$ cat src/rtl/rau_pkg.sv
`default_nettype none
// ----------------------------------------------------------------------------
// rau_pkg
// Shared types and codes for the rational arithmetic unit.
// ----------------------------------------------------------------------------
package rau_pkg;

  localparam int unsigned KindW = 3;

  typedef enum logic [KindW-1:0] {
    KIND_ADD  = 3'd0,
    KIND_SUB  = 3'd1,
    KIND_MUL  = 3'd2,
    KIND_DIV  = 3'd3,
    KIND_NORM = 3'd4
  } kind_t;

  typedef enum logic [1:0] {
    ST_OK    = 2'd0,
    ST_UNDEF = 2'd1,
    ST_OVF   = 2'd2
  } status_t;

  typedef struct packed {
    logic [2:0]         kind;
    logic signed [31:0] a_num;
    logic [30:0]        a_den;
    logic signed [31:0] b_num;
    logic [30:0]        b_den;
  } in_item_t;

  typedef struct packed {
    logic signed [31:0] res_num;
    logic [30:0]        res_den;
    logic               a_less;
    logic               a_equal;
    logic [1:0]         status;
  } out_item_t;

  // Classified transaction handed from front to back.
  typedef struct packed {
    logic        neg;
    logic [63:0] mag;
    logic [63:0] den;
    logic        a_less;
    logic        a_equal;
  } job_t;

  typedef enum logic [2:0] {
    BK_IDLE,
    BK_TWOS,
    BK_ODDX,
    BK_LOOP,
    BK_DIVN,
    BK_DIVD,
    BK_DONE
  } bk_state_t;

  typedef enum logic [2:0] {
    FR_IDLE,
    FR_MUL1,
    FR_MUL2,
    FR_SUM,
    FR_PUSH
  } fr_state_t;

endpackage : rau_pkg
`default_nettype wire

$ cat src/rtl/rau_back.sv
`default_nettype none
// ----------------------------------------------------------------------------
// rau_back
// Binary gcd, two restoring divisions, range check; strobes the result.
// ----------------------------------------------------------------------------
module rau_back
  import rau_pkg::*;
#(
  parameter int unsigned WIDTH = 32
) (
  input  wire logic clk,
  input  wire logic rst,
  input  wire logic q_empty,
  input  wire job_t q_data,
  output logic      pop,
  output logic      done,
  output out_item_t result
);

  bk_state_t  state, state_next;
  job_t       jb;
  logic [63:0] x, y, g;
  logic [6:0]  sh;
  logic [63:0] quo, rem;
  logic [63:0] qn;
  logic [6:0]  bitc;
  logic [64:0] rem_sh;
  logic [64:0] rem_try;
  localparam logic [63:0] Lim = 64'(1) << (WIDTH - 1);

  assign rem_sh  = {rem, quo[63]};
  assign rem_try = rem_sh - {1'b0, g};

  always_comb begin
    state_next = state;
    case (state)
      BK_IDLE: if (!q_empty) state_next = BK_TWOS;
      BK_TWOS: begin
        if (x == '0 || y == '0) state_next = BK_DONE;
        else if (!x[0] && !y[0]) state_next = BK_TWOS;
        else state_next = BK_ODDX;
      end
      BK_ODDX: if (x[0]) state_next = BK_LOOP;
      BK_LOOP: if (y == '0) state_next = BK_DIVN;
      BK_DIVN: if (bitc == 7'd63) state_next = BK_DIVD;
      BK_DIVD: if (bitc == 7'd63) state_next = BK_DONE;
      BK_DONE: state_next = BK_IDLE;
      default: state_next = BK_IDLE;
    endcase
  end

  assign pop = (state == BK_IDLE) && !q_empty;

  always_ff @(posedge clk) begin
    if (rst) state <= BK_IDLE;
    else     state <= state_next;
  end

  always_ff @(posedge clk) begin
    if (rst) done <= 1'b0;
    else     done <= (state == BK_DONE);
  end

  always_ff @(posedge clk) begin
    case (state)
      BK_IDLE: begin
        jb <= q_data;
        x  <= q_data.mag;
        y  <= q_data.den;
        sh <= '0;
      end
      BK_TWOS: begin
        if (x == '0 || y == '0) begin
          // zero numerator reduces to 0/1, zero denominator to +-1/0
          g   <= x | y;
          qn  <= 64'(x != '0);
          quo <= 64'(y != '0);
        end else if (!x[0] && !y[0]) begin
          x  <= x >> 1;
          y  <= y >> 1;
          sh <= sh + 7'd1;
        end
      end
      BK_ODDX: if (!x[0]) x <= x >> 1;
      BK_LOOP: begin
        if (y == '0) begin
          g    <= x << sh;
          quo  <= jb.mag;
          rem  <= '0;
          bitc <= '0;
        end else if (!y[0]) begin
          y <= y >> 1;
        end else if (x > y) begin
          x <= y;
          y <= x - y;
        end else begin
          y <= y - x;
        end
      end
      BK_DIVN, BK_DIVD: begin
        if (state == BK_DIVN && bitc == 7'd63) begin
          qn   <= {quo[62:0], !rem_try[64]};
          quo  <= jb.den;
          rem  <= '0;
          bitc <= '0;
        end else begin
          if (!rem_try[64]) begin
            rem <= rem_try[63:0];
            quo <= {quo[62:0], 1'b1};
          end else begin
            rem <= rem_sh[63:0];
            quo <= {quo[62:0], 1'b0};
          end
          bitc <= bitc + 7'd1;
        end
      end
      BK_DONE: begin
        result.a_less  <= jb.a_less;
        result.a_equal <= jb.a_equal;
        result.res_num <= '0;
        result.res_den <= '0;
        if (g == '0) begin
          result.status <= ST_UNDEF;
        end else if ((jb.neg ? qn > Lim : qn > Lim - 64'd1) || quo > Lim - 64'd1) begin
          result.status <= ST_OVF;
        end else begin
          result.status  <= ST_OK;
          result.res_num <= 32'(jb.neg ? -qn : qn);
          result.res_den <= 31'(quo);
        end
      end
      default: ;
    endcase
  end

  a_pop_idle: assert property (@(posedge clk) disable iff (rst) pop |=> state == BK_TWOS)
    else $error("pop without gcd start");
  a_done_one: assert property (@(posedge clk) disable iff (rst) done |=> !done)
    else $error("result strobe longer than one cycle");
  a_gcd_odd:  assert property (@(posedge clk) disable iff (rst)
                (state == BK_LOOP) |-> x[0])
    else $error("gcd loop lost odd x");

endmodule : rau_back
`default_nettype wire

$ cat config.mk
export PLATFORM = sky130hd
export DESIGN_NAME = rau_back
export DESIGN_NICKNAME = d
export VERILOG_FILES = /design/src/rtl/rau_pkg.sv /design/src/rtl/rau_back.sv
export SDC_FILE = /design/constraint.sdc
export NUM_CORES = 2
export LEC_CHECK = 0
export ABC_CLOCK_PERIOD_IN_PS = 35200
export BUFFER_PORTS_ARGS = -buffer_cell sky130_fd_sc_hd__buf_2
export CAP_MARGIN = 20
export CELL_PAD_IN_SITES_DETAIL_PLACEMENT = 1
export CELL_PAD_IN_SITES_GLOBAL_PLACEMENT = 1
export CORE_ASPECT_RATIO = 0.7
export CORE_MARGIN = 4
export CORE_UTILIZATION = 40
export DETAILED_ROUTE_END_ITERATION = 12
export PLACE_DENSITY_LB_ADDON = 0.1
export SLEW_MARGIN = 20
export SYNTH_ARGS = -nofsm -noshare
export SYNTH_HDL_FRONTEND = slang
export SYNTH_SLANG_ARGS = --single-unit
$ cat constraint.sdc
create_clock -name clk -period 35.2 [get_ports clk]
set_clock_uncertainty 0.1 [all_clocks]
set_input_delay 7.04 -clock clk [delete_from_list [all_inputs] [get_ports clk]]
set_output_delay 7.04 -clock clk [all_outputs]
set_load 0.1 [all_outputs]
# Yosys cells after proc, flatten, opt, wreduce, memory -nomap -nowiden

Cells that the tools add are included.

Flip-flop bits (word level): 600
Word-level logic and storage cells: 131
Output and inout port bits: 69

Add/sub/neg operators: 6
Mux-type cells: 45
Magnitude comparators: 4
Reduce and logical (&&, ||, !) cells: 33
Shift-type cells: 1
Equal/unequal tests: 20
Bitwise operators: 1

Operators by type and width:

| kind                                                                    | count |
|---|---|
| 64-bit two-way mux                                                      | 21 |
| 64-bit case mux with 2 select lines                                     | 3 |
| 64-bit case mux with 3 select lines                                     | 2 |
| 64-bit case mux with 4 select lines                                     | 1 |
| 64-bit logical NOT                                                      | 3 |
| 64-bit by 31-bit > comparator with 1-bit output (second input constant) | 2 |
| 64-bit nonzero test                                                     | 2 |
| 64-bit subtractor                                                       | 2 |
| 65-bit by 64-bit subtractor with 65-bit output                          | 1 |
| 64-bit by 32-bit > comparator with 1-bit output (second input constant) | 1 |
| 64-bit > comparator                                                     | 1 |
| 64-bit bitwise OR                                                       | 1 |
| 64-bit by 7-bit << shifter with 64-bit output                           | 1 |
| 32-bit two-way mux                                                      | 1 |
| 32-bit negation                                                         | 1 |
| 7-bit two-way mux                                                       | 4 |
| 7-bit case mux with 2 select lines                                      | 2 |
| 2-bit inequality test (second input constant)                           | 13 |
| 3-bit two-way mux                                                       | 6 |
| 3-bit case mux with 6 select lines                                      | 1 |
| 7-bit by 1-bit adder with 7-bit output (second input constant)          | 2 |
| 3-bit AND reduction                                                     | 4 |
| 3-bit equality test (second input constant)                             | 3 |
| 2-bit nonzero test                                                      | 4 |
| 17 further kinds                                                        | 28 |

# Depth between registers and ports, before layout

Word-level depth: 5
Gate-level depth with buffers: 16

# Least setup slack after synthesis

Ideal clock, no wire load.

Kind: in2out
Start point: in q_empty
End point: out pop
Cell stages on the path: 1
Data required time: 28060 ps
Setup slack: 18202 ps
Arrival time: 9858 ps
Cells stage by stage: nor4_1

Cells in the longest elaborated chain, start to end: 2

RTL lines:

| element           | RTL line       | source |
|---|---|---|
| start, declared   | rau_back.sv:13 | `input wire logic q_empty,` |
| 1-bit logical NOT | rau_back.sv:52 | `assign pop = (state == BK_IDLE) && !q_empty;` |
| 1-bit logical AND | rau_back.sv:52 |  |
| end, declared     | rau_back.sv:15 | `output logic pop,` |

No other way between the ends.

# Worst setup path in the final report

Ends and elaborated chain as after synthesis.

==> impl_metrics.json <==
{
  "yosys.cell_count.top_type": "edfxtp_1",
  "p_clk_frac": 0.143,
  "path_cells": "buf_2 -> nor4_1 -> buf_2",
  "synth_area_leaders": "edfxtp_1 (44%), ha_1 (7.9%), mux2i_1 (3.6%)",
  "num_vias": 35356,
  "layout-drive-gt1-share": 0.1203,
  "synth_top_cells_by_count": "edfxtp_1 (596), inv_1 (362), nor2_1 (289)",
  "slew_violations": 0,
  "vias_per_cell": 6.289,
  "crit_arrival_ns": 7.79,
  "p_leak_nw": 17.39,
  "maxSlewHeadroom": 0.1233,
  "cts_tree": "yes",
  "drc": 0,
  "grt_max_degree": 68,
  "r2r_cells": 14,
  "grt.total_usage": 0.3130,
  "cts_root_buffer": "clkbuf_16",
  "drt_iter0_drc": 4549,
  "rsz0062_at_grt": "false",
  "cp_top_family": "buffers and inverters",
  "status": "finished clean",
  "grt_overflow": 0,
  "setup_viol": 0,
  "fp.dieW_um": 391.1,
  "peakVddDrop_mv": 0.04808,
  "ioPinCount": 203,
  "antenna_found_initial": 23,
  "ys_ff_latch": 600,
  "cp_slowest_stage_delay_ns": 0.48,
  "synth.distinct_cells": 83,
  "dp_hpwl_mm": 136.3,
  "p_comb_frac": 0.597,
  "grt_pass1_vias": 33887,
  "p_sw_frac": 0.5212,
  "pwr-share-seq": 0.260,
  "crit_path_top_delay_cell": "buf_2",
  "wl_per_cell_um": 30.94,
  "clock_sinks": 600,
  "crit_fanout": 2,
  "hold_viol": 0,
  "synth_cells": 4102,
  "coreArea_um2": 102000,
  "criticalPathCategory": "in2out",
  "critPathBufInv": 2,
  "cp-end-kind": "output port",
  "path_clk_slew_ns": 0.06,
  "clk-insertion-delay-late_ns": 0.68,
  "switchingPower_mw": 2.645,
  "crit_top_cell": "buf_2",
  "ys_async_sr_fraction": 0,
  "die-height_um": 276.2,
  "min_path_type": "reg2reg",
  "worst-slew-pin-transition_ns": 1.303,
  "critical_path_depth": 3,
  "critPathLaunchType": "input pin",
  "nFillCells": 11351,
  "synth.largest_area_cell": "edfxtp_1",
  "ctsResizeCount": 0,
  "yosysWarnings": 0,
  "gp_congestion": 0.9904,
  "postCtsSetupBuffers": 0,
  "area_growth_pct": 11.56,
  "synth_nets": 4497,
  "numPortBuffers": 202,
  "cts_hold_buffers": 0,
  "power_density_nw_per_um2": 110.7,
  "cts-htree-levels": 3,
  "rows": 98,
  "max_freq_mhz": 66.99,
  "fin_crit_ns": 14.93,
  "antenna_left": 0,
  "synth_area_um2": 41100,
  "holdPathStages": 0,
  "p_int_mw": 2.430,
  "yosysSeqAreaShare": 0.4374,
  "fin_crit_sh": 0.4241,
  "initial_core_util": 0.4029,
  "synth_edf_count": 596,
  "tns_ns": 0,
  "clock_path_buffers": 3,
  "grt_pass1_wl_mm": 247.8,
  "max-cap-violations": 0,
  "numCtsBuffers": 68,
  "critPathRequiredTime_ns": 28.06,
  "avgSynthCellArea_um2": 10.02,
  "fin_nets": 4605,
  "dr.pass1.iters": 9,
  "dieArea_um2": 108000,
  "ys.flop_type": "edfxtp_1",
  "drt-total-wl_mm": 173.9,
  "yosys.area.top_type_share": 0.4354,
  "fin_total_pwr_mw": 5.075
}
[power by group through the flow]
| stage | logic, mW | registers (mW) | clock network (mW) |
|---|---|---|---|
| after floorplan | 1.88 | 1.18 | 0 |
| after global placement | 2.90 | 1.30 | 0 |
| after detailed placement | 2.91 | 1.31 | 0 |
| after CTS | 2.93 | 1.29 | 0.740 |
| after global routing | 3.21 | 1.31 | 0.769 |
| final | 3.03 | 1.32 | 0.727 |
[placed cells by master, fill, tap and decap left out, drive strengths merged, types with 63 or more instances in the layout]
cell | synthesis | final
nor4 | 118 | 118
mux2i | 149 | 149
a21oi | 283 | 283
ha | 258 | 258
and2 | 174 | 174
nor2 | 290 | 290
a221o | 70 | 70
buf | 39 | 271
clkbuf | 194 | 80
xnor2 | 97 | 97
a222oi | 63 | 63
nand2 | 247 | 247
edfxtp | 596 | 596
o21ai | 240 | 240
inv | 363 | 370
[cells by family (layout without fill, tap and decap cells)]
logic type / count (synthesis) / in the layout / share of synthesized area
AOI/OAI and AO/OA: 1156 / 1156 / 0.1890
and+or+nand+nor: 1100 / 1100 / 0.1331
muxes: 231 / 231 / 0.07108
other: 0 / 8 / 0
adders and majority gates: 261 / 261 / 0.08000
buffers and inverters: 597 / 759 / 0.05577
xor gates and xnor gates: 157 / 157 / 0.03364
DFF: 600 / 600 / 0.4374
[routing by layer]
| layer | GRT usage | vias up | wire, um |
|---|---|---|---|
| li1 | - | 15605 | - |
| met2 | 0.4278 | 1674 | 69550 |
| met3 | 0.05918 | 218 | 16990 |
| met4 | 0.07609 | 4 | 4395 |
| met5 | 0 | - | 27 |
| met1 | 0.5009 | 17855 | 82960 |
[layout make-up]
class	instances	area (um2)	area share
Timing Repair Buffer	271	1536	0.03351
Sequential cell	600	17980	0.3920
Clock inverter	44	486.7	0.01061
Tap cell	1350	1689	0.03683
Antenna cell	8	20.02	0.0004366
Multi-Input combinational cell	2905	21020	0.4585
Clock buffer	80	1757	0.03831
Inverter	364	1366	0.02980
[stage by stage]
stage | hold slack, ns | setup WS (ns) | cells | util | instance area, um2
after global routing | 0.3386 | 20.26 | 5618 | 0.4494 | 45850
after detailed placement | 0.3107 | 20.29 | 5489 | 0.4271 | 43580
after floorplan | 0.3003 | 18.20 | 4102 | - | 41100
after global placement | 0.3028 | 20.18 | 5489 | 0.4271 | 43570
final | 0.3261 | 20.27 | 5622 | 0.4495 | 45860
after CTS | 0.3254 | 20.28 | 5613 | 0.4491 | 45820
[path summary, 6_finish.rpt]
check                             end             from  slack, ns
setup / recovery                  pop          q_empty      20.27
hold / removal    result[3]$_DFFE_PP_  jb[1]$_DFFE_PN_       0.33
setup reg to reg       y[8]$_DFFE_PP_  y[45]$_DFFE_PP_      28.48
hold reg to reg   result[3]$_DFFE_PP_  jb[1]$_DFFE_PN_       0.33
[flip-flops by register name, summed over array words and instances (netlist names)]
| signal | flops |
|---|---|
| x | 64 |
| sh | 7 |
| qn | 64 |
| jb | 131 |
| quo | 64 |
| bitc | 7 |
| rem | 64 |
| result | 67 |
| done | 1 |
| state | 3 |
| y | 64 |
| g | 64 |
(Power assumes the default switching activity.)
