### config.mk
export PLATFORM = sky130hd
export DESIGN_NAME = rau_queue
export DESIGN_NICKNAME = d
export VERILOG_FILES = /design/src/rtl/rau_pkg.sv /design/src/rtl/rau_queue.sv
export SDC_FILE = /design/constraint.sdc
export NUM_CORES = 1
export LEC_CHECK = 0
export BUFFER_PORTS_ARGS = -buffer_cell sky130_fd_sc_hd__buf_2
export CORE_AREA = 2 2 215 111
export CTS_CLUSTER_SIZE = 28
export DETAILED_ROUTE_END_ITERATION = 6
export DIE_AREA = 0 0 217 113
export PLACE_DENSITY = 0.69
export SLEW_MARGIN = 40
export SYNTH_ARGS = -nofsm -noshare
export SYNTH_HDL_FRONTEND = slang
export SYNTH_SLANG_ARGS = --single-unit
export TNS_END_PERCENT = 20
### constraint.sdc
create_clock -name clk -period 17.2 [get_ports clk]
set_input_delay 2.58 -clock clk [delete_from_list [all_inputs] [get_ports clk]]
set_output_delay 2.58 -clock clk [all_outputs]
set_load 0.02 [all_outputs]
### src/rtl/rau_pkg.sv
`default_nettype none
// ----------------------------------------------------------------------------
// rau_pkg
// Shared types and codes for the rational arithmetic unit.
// ----------------------------------------------------------------------------
package rau_pkg;

  localparam int unsigned KindW = 3;

  typedef enum logic [KindW-1:0] {
    KIND_ADD  = 3'd0,
    KIND_SUB  = 3'd1,
    KIND_MUL  = 3'd2,
    KIND_DIV  = 3'd3,
    KIND_NORM = 3'd4
  } kind_t;

  typedef enum logic [1:0] {
    ST_OK    = 2'd0,
    ST_UNDEF = 2'd1,
    ST_OVF   = 2'd2
  } status_t;

  typedef struct packed {
    logic [2:0]         kind;
    logic signed [31:0] a_num;
    logic [30:0]        a_den;
    logic signed [31:0] b_num;
    logic [30:0]        b_den;
  } in_item_t;

  typedef struct packed {
    logic signed [31:0] res_num;
    logic [30:0]        res_den;
    logic               a_less;
    logic               a_equal;
    logic [1:0]         status;
  } out_item_t;

  // Classified transaction handed from front to back.
  typedef struct packed {
    logic        neg;
    logic [63:0] mag;
    logic [63:0] den;
    logic        a_less;
    logic        a_equal;
  } job_t;

  typedef enum logic [2:0] {
    BK_IDLE,
    BK_TWOS,
    BK_ODDX,
    BK_LOOP,
    BK_DIVN,
    BK_DIVD,
    BK_DONE
  } bk_state_t;

  typedef enum logic [2:0] {
    FR_IDLE,
    FR_MUL1,
    FR_MUL2,
    FR_SUM,
    FR_PUSH
  } fr_state_t;

endpackage : rau_pkg
`default_nettype wire

### src/rtl/rau_queue.sv
`default_nettype none
// ----------------------------------------------------------------------------
// rau_queue
// Two-entry queue between front and back.
// ----------------------------------------------------------------------------
module rau_queue
  import rau_pkg::*;
(
  input  wire logic clk,
  input  wire logic rst,
  input  wire logic push,
  input  wire job_t wdata,
  output logic      full,
  input  wire logic pop,
  output logic      empty,
  output job_t      rdata
);

  job_t       mem [2];
  logic       wp, rp;
  logic [1:0] cnt;

  assign full  = (cnt == 2'd2);
  assign empty = (cnt == 2'd0);
  assign rdata = mem[rp];

  always_ff @(posedge clk) begin
    if (rst) begin
      wp  <= 1'b0;
      rp  <= 1'b0;
      cnt <= 2'd0;
    end else begin
      if (push) wp <= ~wp;
      if (pop)  rp <= ~rp;
      cnt <= cnt + 2'(push) - 2'(pop);
    end
  end

  always_ff @(posedge clk) begin
    if (push) mem[wp] <= wdata;
  end

  a_no_overflow:  assert property (@(posedge clk) disable iff (rst) full |-> !push)
    else $error("queue overflow");
  a_no_underflow: assert property (@(posedge clk) disable iff (rst) empty |-> !pop)
    else $error("queue underflow");
  a_cnt_range:    assert property (@(posedge clk) disable iff (rst) cnt != 2'd3)
    else $error("queue count out of range");

endmodule : rau_queue
`default_nettype wire

# Word-level counts from Yosys, hierarchy flattened
# Memory sizes are Yosys's and may differ from the RTL's. A register that Yosys moved wholly into a read port is not among the register bits.
# Index checks and enable logic that the tools add are counted.
# classes
n_reduce_logical	1
n_eq_ne	1
n_addsub	2
n_bitwise	2
n_mux	4
# op_table
op	count
two-way mux 1 bit	4
adder 2 x 1 -> 2 bit	1
== test 2 bit, second input constant	1
logical NOT 2 bit	1
inverter 1 bit	2
subtractor 2 x 1 -> 2 bit	1
# word_totals
ff_bits	4
inputBits	135
elab_cells	14
mem_count	1
ram_bits	262
# mem_list
name	depth	width	rd	rd_ports_with_merged_regs	write_ports	line	source
mem	2	131	1	1	1	rau_queue.sv:19	job_t mem [2];

# Logic depth before layout (Yosys ltp)
# Gate-level depths: netlist of the first run.
# depth
depth_word	3
mapped_depth	6

# Least setup slack after synthesis of the first run
# Ideal clock, no wire load.
# synth_path
kind	input to register
start	in push
end	mem mem[0][0] (netlist name), enable pin
setup_ps	639
n_path_buf	0
path_stages	1
arrival_time_ps	8256
setup_slack_ps	8305
path_cell_list	nor2b_1
# synth_between
elab_chain_len	2
# synth_rtl
element	line	source
from (decl)	rau_queue.sv:11	input wire logic push,
two-way mux 1 bit	rau_queue.sv:40	if (push) mem[wp] <= wdata;
two-way mux 1 bit (implied by the code)	rau_queue.sv:40	
to (decl)	rau_queue.sv:19	
# No other way between the ends.

==> results of run 1 <==
==> layout make-up <==
class | count | area, µm² | area share, %
clock buffers | 26 | 629.4 | 5.019
clock inverters | 20 | 203.9 | 1.626
well taps | 307 | 384.1 | 3.063
flip-flops and latches | 267 | 7971 | 63.57
diodes | 1 | 2.502 | 0.01996
multi-input cells | 145 | 1932 | 15.41
inverters | 2 | 7.507 | 0.05987
repair buffers | 273 | 1409 | 11.24
==> worst min-delay path, delay by kind of cell, from the launching register on <==
family / cells / cell delay, ps
DFF: 1 / 330
xor gates and xnor gates: 1 / 80
and+or+nand+nor: 1 / 80
==> layout by cell type, fill, tap and decap left out, drive strengths merged <==
master      n
buf       273
edfxtp    262
mux2      131
clkbuf     26
clkinv     12
nor2        5
dfxtp       5
inv         5
bufinv      3
nor2b       3
xnor2       2
ha          2
clkinvlp    2
diode       1
and2        1
xnor3       1
==> cell usage after synthesis (all sizes together) <==
master	n
edfxtp	262
mux2	131
buf	15
dfxtp	5
nor2	5
nor2b	3
ha	2
inv	2
xnor2	2
and2	1
xnor3	1
==> worst max path at each step <==
stage            endpoint  slack (ps)  depth (start not counted)
4_1_cts        rdata[105]       11590                          4
2_1_floorplan   mem[0][0]        8310                          1
6_report       rdata[105]       11630                          4
3_5_place_dp   mem[0][56]       11870                          4
5_1_grt         rdata[66]       11500                          4
3_3_place_gp    rdata[48]       11710                          4
==> kinds of logic (layout without fill, tap and decap cells) <==
kind of cell / count (synthesis) / count (layout)
and+or+nand+nor: 9 / 9
other: 0 / 1
xor gates and xnor gates: 3 / 3
adders and majority gates: 2 / 2
muxes: 131 / 131
DFF: 267 / 267
buffers and inverters: 17 / 321
==> power breakdown <==
group	switching, mW	internal (mW)	total, mW
clock network	0.241	0.316	0.557
logic	0.112	0.0878	0.200
registers	0.0123	0.760	0.772
total	0.365	1.16	1.53
==> flip-flops by register name, summed over array words and instances, names as in the netlist, named ones only <==
name,cells
rp,1
wp,1
cnt,2
mem,262
==> metal layers <==
layer  routed length [µm]  global-route usage (%)
met1                 7492                   17.90
met2                10480                   28.22
met3                  809                   3.548
met4                  534                   4.977
met5                    0                       0
==> metrics, run 1 <==
placed inst area 11700 µm²; Tot GR Track Use 15.35%; Post-DRT Antenna Nets 0; Hold Vio Cnt, Final 0; period utilisation layout 32.36%; XOR/XNOR Fraction of Synth Area 0.3986%; compound-gate portion of the synthesized area 0%; Critical Path Sink Type output pin; via count 4904; Leak 4.895 nW; RR Endpoint mem[0][56]; Max Cap Viol 0; PnR worst setup slack 11630 ps; HPWL Detailed 12990 µm; multiplexer share of the synthesized area 18.05%; critical path startpoint category register; Layout area overhead 24.84%; Post-CTS Setup Inserts 0; initial antenna violation count 1; most used cell, CP buf_6; layout cell share with drive strength beyond 1 61.53%; total power about 1.5 mW; vias in the first global route 5250; Worst Path Max Fanout 55; placed insts 994; Data arrival, critical path approximately 3000 ps; nets 851; worst flop-to-flop path startpoint wp; die area 24520 µm²; vias per inst about 4.7; sequential share of the synthesized area 79.32%; Clock Latency Late Sink 520 ps; Achievable Freq 179.6 MHz; clock tree root buffer cell clkbuf_16; # IOs 268; CTS tree yes; Worst-path clk slew 60 ps; delay-heaviest family, CP buffers and inverters; Crit path largest cell delay 630 ps; syn nets roughly 570; Setup-failing EPs final 0; fillers 1793; Synth Area in Adders less than 1%; hold buffer count at cts 0; CTS Buf Count 25; CP max-delay cell buf_6; Longest Clk Path Bufs 3; maximum vdd drop 0.06579 mV; final WL 19320 µm; yosys warns 0; outcome finished clean; DR DRC count 0; worst hold start rp; WP buf/inv 3; dpl ws about 12000 ps; post-synth top area share 78.33%; Die Y 113 µm; port bufs around 270; Hold Path End rp; Gate Count Post-Synth 429; Hold WC Path Type register to register; Initial DRC Count 272; total gr overflow 0; router iterations before antenna repair 4; Slew Limit Fails 0; GP Congestion a little over 0.7; Fin Setup TNS 0 ps; Finished Layout Cells between 1000 and 1500; core area 22540 µm²; worst hold path depth 2; pwr/cell area 121.9 nW/µm²; Worst-Margin Slew around 770 ps; largest family of logic cells by synthesized area multiplexers; CTS HTree Levels 1; Die Wd ~220 µm; PostCTS Resize Cnt 0; r2r worst-path depth 3; kind of critical path register to output pin; Rel. slew slack between 40 and 50%; Final Instance Area 12540 µm²; syn avg cell area 23.41 µm²; Rows 39; initial core utilization between 40% and 50%; cell breakdown of the critical path buf_6 -> buf_6 -> mux2_4 -> buf_2; R2R Setup Slk about 15000 ps; fin crit period between 5000 and 6000 ps; clock skew 12.88 ps; pin count of the biggest net entering global routing 62; final core occ 55.62%; Netlist cell types 14; RSZ-0062 raised after global routing false; Post-Synth Simple-Gate Area 0.4360%; synthesized area roughly 10000 µm²; FF+latch count, synth 267; clk sinks 267; WP data required 14620 ps; Final Hold Slack 520.4 ps; Synth area leaders edfxtp_1 (78%), mux2_4 (13%), mux2_2 (4.6%); cell taking the most area after synthesis edfxtp_1; wire per inst between 15 and 20 µm; first-pass GRT wire length 28740 µm
Power figures use the tool's default switching activity.
==> inputs of run 2 (changes only) <==
==> constraint.sdc (replaced) <==
create_clock -name clk -period 5.22 [get_ports clk]
set_input_delay 0.783 -clock clk [delete_from_list [all_inputs] [get_ports clk]]
set_output_delay 0.783 -clock clk [all_outputs]
set_load 0.02 [all_outputs]
==> metrics, run 2 (synthesized netlist as in run 1, its figures left out) <==
Initial DRC Count 303 (was 272); wire per inst 18.85 µm (was 18.56 µm); maximum vdd drop 0.2149 mV (was 0.06579 mV); placed insts 993 (was 994); outcome finished clean (unchanged); port bufs 267 (unchanged); Seq. cell area 7971 µm² (unchanged); area of the multi-input gates 1932 µm² (unchanged); Hold Vio Cnt, Final 0 (unchanged); cell breakdown of the critical path buf_12 -> mux2_2 -> buf_2 (was buf_6 -> buf_6 -> mux2_4 -> buf_2); layout cell share with drive strength beyond 1 59.78% (was 61.53%); hold buffer count at cts 0 (unchanged); period utilisation layout 63.27%; CTS HTree Levels 1 (unchanged); most common cell after layout, fill and taps aside buf_2 (unchanged); fin crit period ~3300 ps; Post-CTS Setup Inserts 0 (unchanged); Rel. slew slack 46.21% (was 48.58%); Worst Path Max Fanout 101 (was 55); top flop regs mem: 262 flops, cnt: 2 flops (unchanged); initial antenna violation count 3 (was 1); Tot GR Track Use 15.64% (was 15.35%); Rows 39 (unchanged); Die Y 113 µm (unchanged); router iterations before antenna repair 4 (unchanged); first-pass GRT wire length 28970 µm (was 28740 µm); WP buf/inv 2 (was 3); Die Wd 217 µm (unchanged); Fin Setup TNS 0 ps (unchanged); Crit path largest cell delay 690 ps (was 630 ps); max reg flops 262 (unchanged); Achievable Freq 302.8 MHz; Longest Clk Path Bufs 3 (unchanged); core area 22540 µm² (unchanged); critical path startpoint category register (unchanged); CTS Buf Count 25 (unchanged); clk sinks 267 (unchanged); PostCTS Resize Cnt 0 (unchanged); final WL 19510 µm (was 19320 µm); CTS tree yes (unchanged); Slew Limit Fails 0 (unchanged); Max Cap Viol 0 (unchanged); kind of critical path register to output pin (unchanged); WP data required 4440 ps (was 14620 ps); pwr/cell area 393.3 nW/µm² (was 121.9 nW/µm²); RSZ-0062 raised after global routing false (unchanged); nets 850 (was 851); Post-DRT Antenna Nets 0 (unchanged); # IOs 268 (unchanged); Final Instance Area 12450 µm² (was 12540 µm²); die area 24520 µm² (unchanged); vias in the first global route 5131 (was 5250); initial core utilization 44.56% (unchanged); total gr overflow 0 (unchanged); Clock Latency Late Sink 510 ps (was 520 ps); Finished Layout Cells 1035 (was 1041); vias per inst 4.700 (was 4.711); Leak 4.839 nW (was 4.895 nW); HPWL Detailed 13310 µm (was 12990 µm); clock skew 6.430 ps (was 12.88 ps); Hold WC Path Type input pin to register (was register to register); Worst-path clk slew 60 ps (about the same); final core occ 55.23% (was 55.62%); Most flops, register mem (unchanged); CP max-delay cell dfxtp_4 (was buf_6); Critical Path Sink Type output pin (unchanged); Data arrival, critical path 2520 ps (was 2990 ps); DR DRC count 0 (unchanged); delay-heaviest family, CP flip-flops (was buffers and inverters); clock tree root buffer cell clkbuf_16 (unchanged); Setup-failing EPs final 0 (unchanged); via count 4865 (was 4904); GP Congestion 0.8198 (was 0.7218); commonest non-fill, non-tap cells in the layout buf_2 (267), edfxtp_1 (262), mux2_4 (90), mux2_2 (41), clkbuf_16 (25) (unchanged); pin count of the biggest net entering global routing 102 (was 62); fillers 1767 (was 1793); placed inst area 11710 µm² (was 11700 µm²); Layout area overhead 23.95% (was 24.84%); Worst-Margin Slew 806.8 ps (was 771.2 ps)
-- run 2: path summary, 6_finish.rpt --
kind / to / slack, ps / depth (start not counted) / from
worst max-delay path: rdata[130] / 1920 / 3 / register
worst min-delay path: mem[0][0] / 450 / 1 / wdata[0]
worst max register to register: mem[0][98] / 3480 / 2 / wp
worst min register to register: rp / 520 / 2 / rp
-- run 2: layer usage --
metal / vias to the layer above / share of wire, % / routed length [µm] / global-route usage, %
li1: 2273 / - / - / -
met4: 2 / 3.2 / 633 / 5.708
met2: 105 / 54 / 10630 / 28.63
met5: - / 0.067 / 13 / 0
met1: 2442 / 38 / 7485 / 18.13
met3: 43 / 3.8 / 749 / 3.548
-- run 2: power by group --
group / internal [mW] / switching [mW] / leakage (nW)
clock network: 0.966 / 0.726 / 0.357
logic: 0.291 / 0.363 / 1.98
registers: 2.50 / 0.0461 / 2.50
total: 3.76 / 1.14 / 4.84
-- run 2: final cells by class --
cell class	instances	share of cell area (%)
Antenna cell	2	0.04020
Sequential cell	267	64.02
Tap cell	307	3.085
Inverter	2	0.06030
Clock inverter	10	0.7336
Clock buffer	30	5.175
Multi-Input combinational cell	145	15.52
Timing Repair Buffer	272	11.37
-- run 2: per-stage QoR --
step	power, mW	hold slack (ps)	setup slack [ps]
2_1_floorplan	3.044	479.9	583.5
3_3_place_gp	3.242	496.5	2489
3_5_place_dp	3.261	506.1	2480
4_1_cts	4.961	420.7	1918
5_1_grt	5.089	418.1	1829
6_report	4.897	454.0	1918
-- run 2: worst reg2reg max path, delay by kind of cell, from the launching register on --
kind	cells	cell delay (ps)
buffers and inverters	1	610
flip-flops	1	350
AND/OR/NAND/NOR	1	340
==> inputs of run 3 (changes only) <==
--- a/config.mk
+++ b/config.mk
@@ -10,7 +10,7 @@
 export CTS_CLUSTER_SIZE = 28
 export DETAILED_ROUTE_END_ITERATION = 6
 export DIE_AREA = 0 0 217 113
-export PLACE_DENSITY = 0.69
+export PLACE_DENSITY = 0.72
 export SLEW_MARGIN = 40
 export SYNTH_ARGS = -nofsm -noshare
 export SYNTH_HDL_FRONTEND = slang
==> constraint.sdc (replaced) <==
create_clock -name clk -period 3 [get_ports clk]
set_input_delay 0.45 -clock clk [delete_from_list [all_inputs] [get_ports clk]]
set_output_delay 0.45 -clock clk [all_outputs]
set_load 0.02 [all_outputs]
==> metrics, run 3 (synthesized netlist as in run 1, its figures left out) <==
die area 24520 µm² (unchanged); vias per inst 4.719 (was 4.700); Setup-failing EPs final 0 (unchanged); Critical Path Sink Type output pin (unchanged); PostCTS Resize Cnt 0 (unchanged); total gr overflow 0 (unchanged); Comb power frac 13.5% (was 13.4%); PnR worst setup slack 478.4 ps (was 1918 ps); Worst-path clk slew 60 ps (about the same); wire per inst 18.57 µm (was 18.85 µm); GP Congestion 0.7660 (was 0.8198); CTS Buf Count 25 (unchanged); Hold Vio Cnt, Final 0 (unchanged); max reg flops 262 (unchanged); port bufs 267 (unchanged); maximum vdd drop 0.4176 mV (was 0.2149 mV); Post-CTS Setup Inserts 0 (unchanged); Flop pwr share 52.0% (was 52.1%); most common cell after layout, fill and taps aside buf_2 (unchanged); DR DRC count 0 (unchanged); worst hold path depth 1 (unchanged); pin count of the biggest net entering global routing 132 (was 102); Leak 4.874 nW (was 4.839 nW); Post-DRT Antenna Nets 0 (unchanged); dpl ws 977.6 ps (was 2480 ps); outcome finished clean (unchanged); clock skew 13.91 ps (was 6.430 ps); Achievable Freq 396.6 MHz; Initial DRC Count 300 (was 303); initial antenna violation count 3 (unchanged); HPWL Detailed 13020 µm (was 13310 µm); Max Cap Viol 0 (unchanged); Internal 6.548 mW (was 3.761 mW); Worst-Margin Slew 775.8 ps (was 806.8 ps); Hold WC Path Type input pin to register (unchanged); Die Wd 217 µm (unchanged); Layout area overhead 24.69% (was 23.95%); total power 8.532 mW (was 4.897 mW); commonest non-fill, non-tap cells in the layout buf_2 (267), edfxtp_1 (262), mux2_4 (90), mux2_2 (41), clkbuf_16 (25) (unchanged); WP data required 2550 ps (was 4440 ps); NetSw 1.984 mW (was 1.136 mW); fin crit period 2522 ps; hold buffer count at cts 0 (unchanged); Seq. cell area 7971 µm² (unchanged); Longest Clk Path Bufs 3 (unchanged); # IOs 268 (unchanged); clk sinks 267 (unchanged); core area 22540 µm² (unchanged); kind of critical path register to output pin (unchanged); Most flops, register mem (unchanged); Rel. slew slack 48.28% (was 46.21%); Die Y 113 µm (unchanged); Data arrival, critical path 2070 ps (was 2520 ps); router iterations before antenna repair 4 (unchanged); Sw Share 23.25% (was 23.20%); CTS HTree Levels 1 (unchanged); initial core utilization 44.56% (unchanged); period utilisation layout 84.05%; Clock power frac 34.5% (was 34.6%); Tot GR Track Use 15.21% (was 15.64%); via count 4931 (was 4865); Worst Path Max Fanout 40 (was 101); critical path startpoint category register (unchanged); Slew Limit Fails 0 (unchanged); Rows 39 (unchanged); clock tree root buffer cell clkbuf_16 (unchanged); first-pass GRT wire length 28390 µm (was 28970 µm); vias in the first global route 5128 (was 5131); layout cell share with drive strength beyond 1 60.35% (was 59.78%); Clock Latency Late Sink 520 ps (was 510 ps); r2r worst-path depth 2 (unchanged); area of the multi-input gates 1932 µm² (unchanged); CTS tree yes (unchanged); RSZ-0062 raised after global routing false (unchanged); top flop regs mem: 262 flops, cnt: 2 flops (unchanged); nets 853 (was 850); fillers 1797 (was 1767); final WL 19400 µm (was 19510 µm); pwr/cell area 681.2 nW/µm² (was 393.3 nW/µm²)
-- run 3: path summary, 6_finish.rpt --
kind,slack (ps),start,end
max,480,register,rdata[108]
max reg2reg,1500,wp,mem[0][58]
min,120,wdata[99],mem[1][99]
min reg2reg,520,rp,rp
-- run 3: power by group through the flow --
| stage | combinational, mW | sequential (mW) | clock (mW) |
|---|---|---|---|
| floorplan | 0.798 | 4.49 | 0 |
| global placement | 1.15 | 4.50 | 0 |
| detailed placement | 1.17 | 4.52 | 0 |
| CTS | 1.17 | 4.44 | 3.06 |
| global route | 1.22 | 4.45 | 3.20 |
| finish | 1.15 | 4.43 | 2.95 |
-- run 3: layer usage --
layer  global-route usage [%]  vias to the layer above  wire (µm)  part of all wire, %
li1                         -                     2277          -                    -
met1                    17.21                     2522       7323                   38
met2                    28.80                      101      10840                   56
met3                    3.038                       31        699                  3.6
met4                    5.251                        0        541                  2.8
met5                        0                        -          0                    0
-- run 3: area by class of cell --
class                      count  area share, %
clock buffer                  36          5.485
sequential                   267          63.65
antenna                        4        0.07992
clock inverter                 9         0.5894
tap                          307          3.067
timing repair buffer         275          11.65
inverter                       2        0.05994
multi-input combinational    145          15.42
-- run 3: metrics by stage --
stage	utilization, %	area [µm²]	hold slack [ps]	setup TNS [ps]	instances
2_1_floorplan	-	10050	479.9	-123100	429
3_3_place_gp	52.14	11750	494.1	0	996
3_5_place_dp	52.14	11750	494.3	0	996
4_1_cts	55.51	12510	86.15	0	1041
5_1_grt	55.56	12520	90.16	0	1045
6_report	55.56	12520	119.1	0	1045
-- run 3: critical path, stage by stage, from the launching register on --
cell and delay (ps):
dfxtp_4 660, buf_12 350, mux2_4 340, buf_2 160
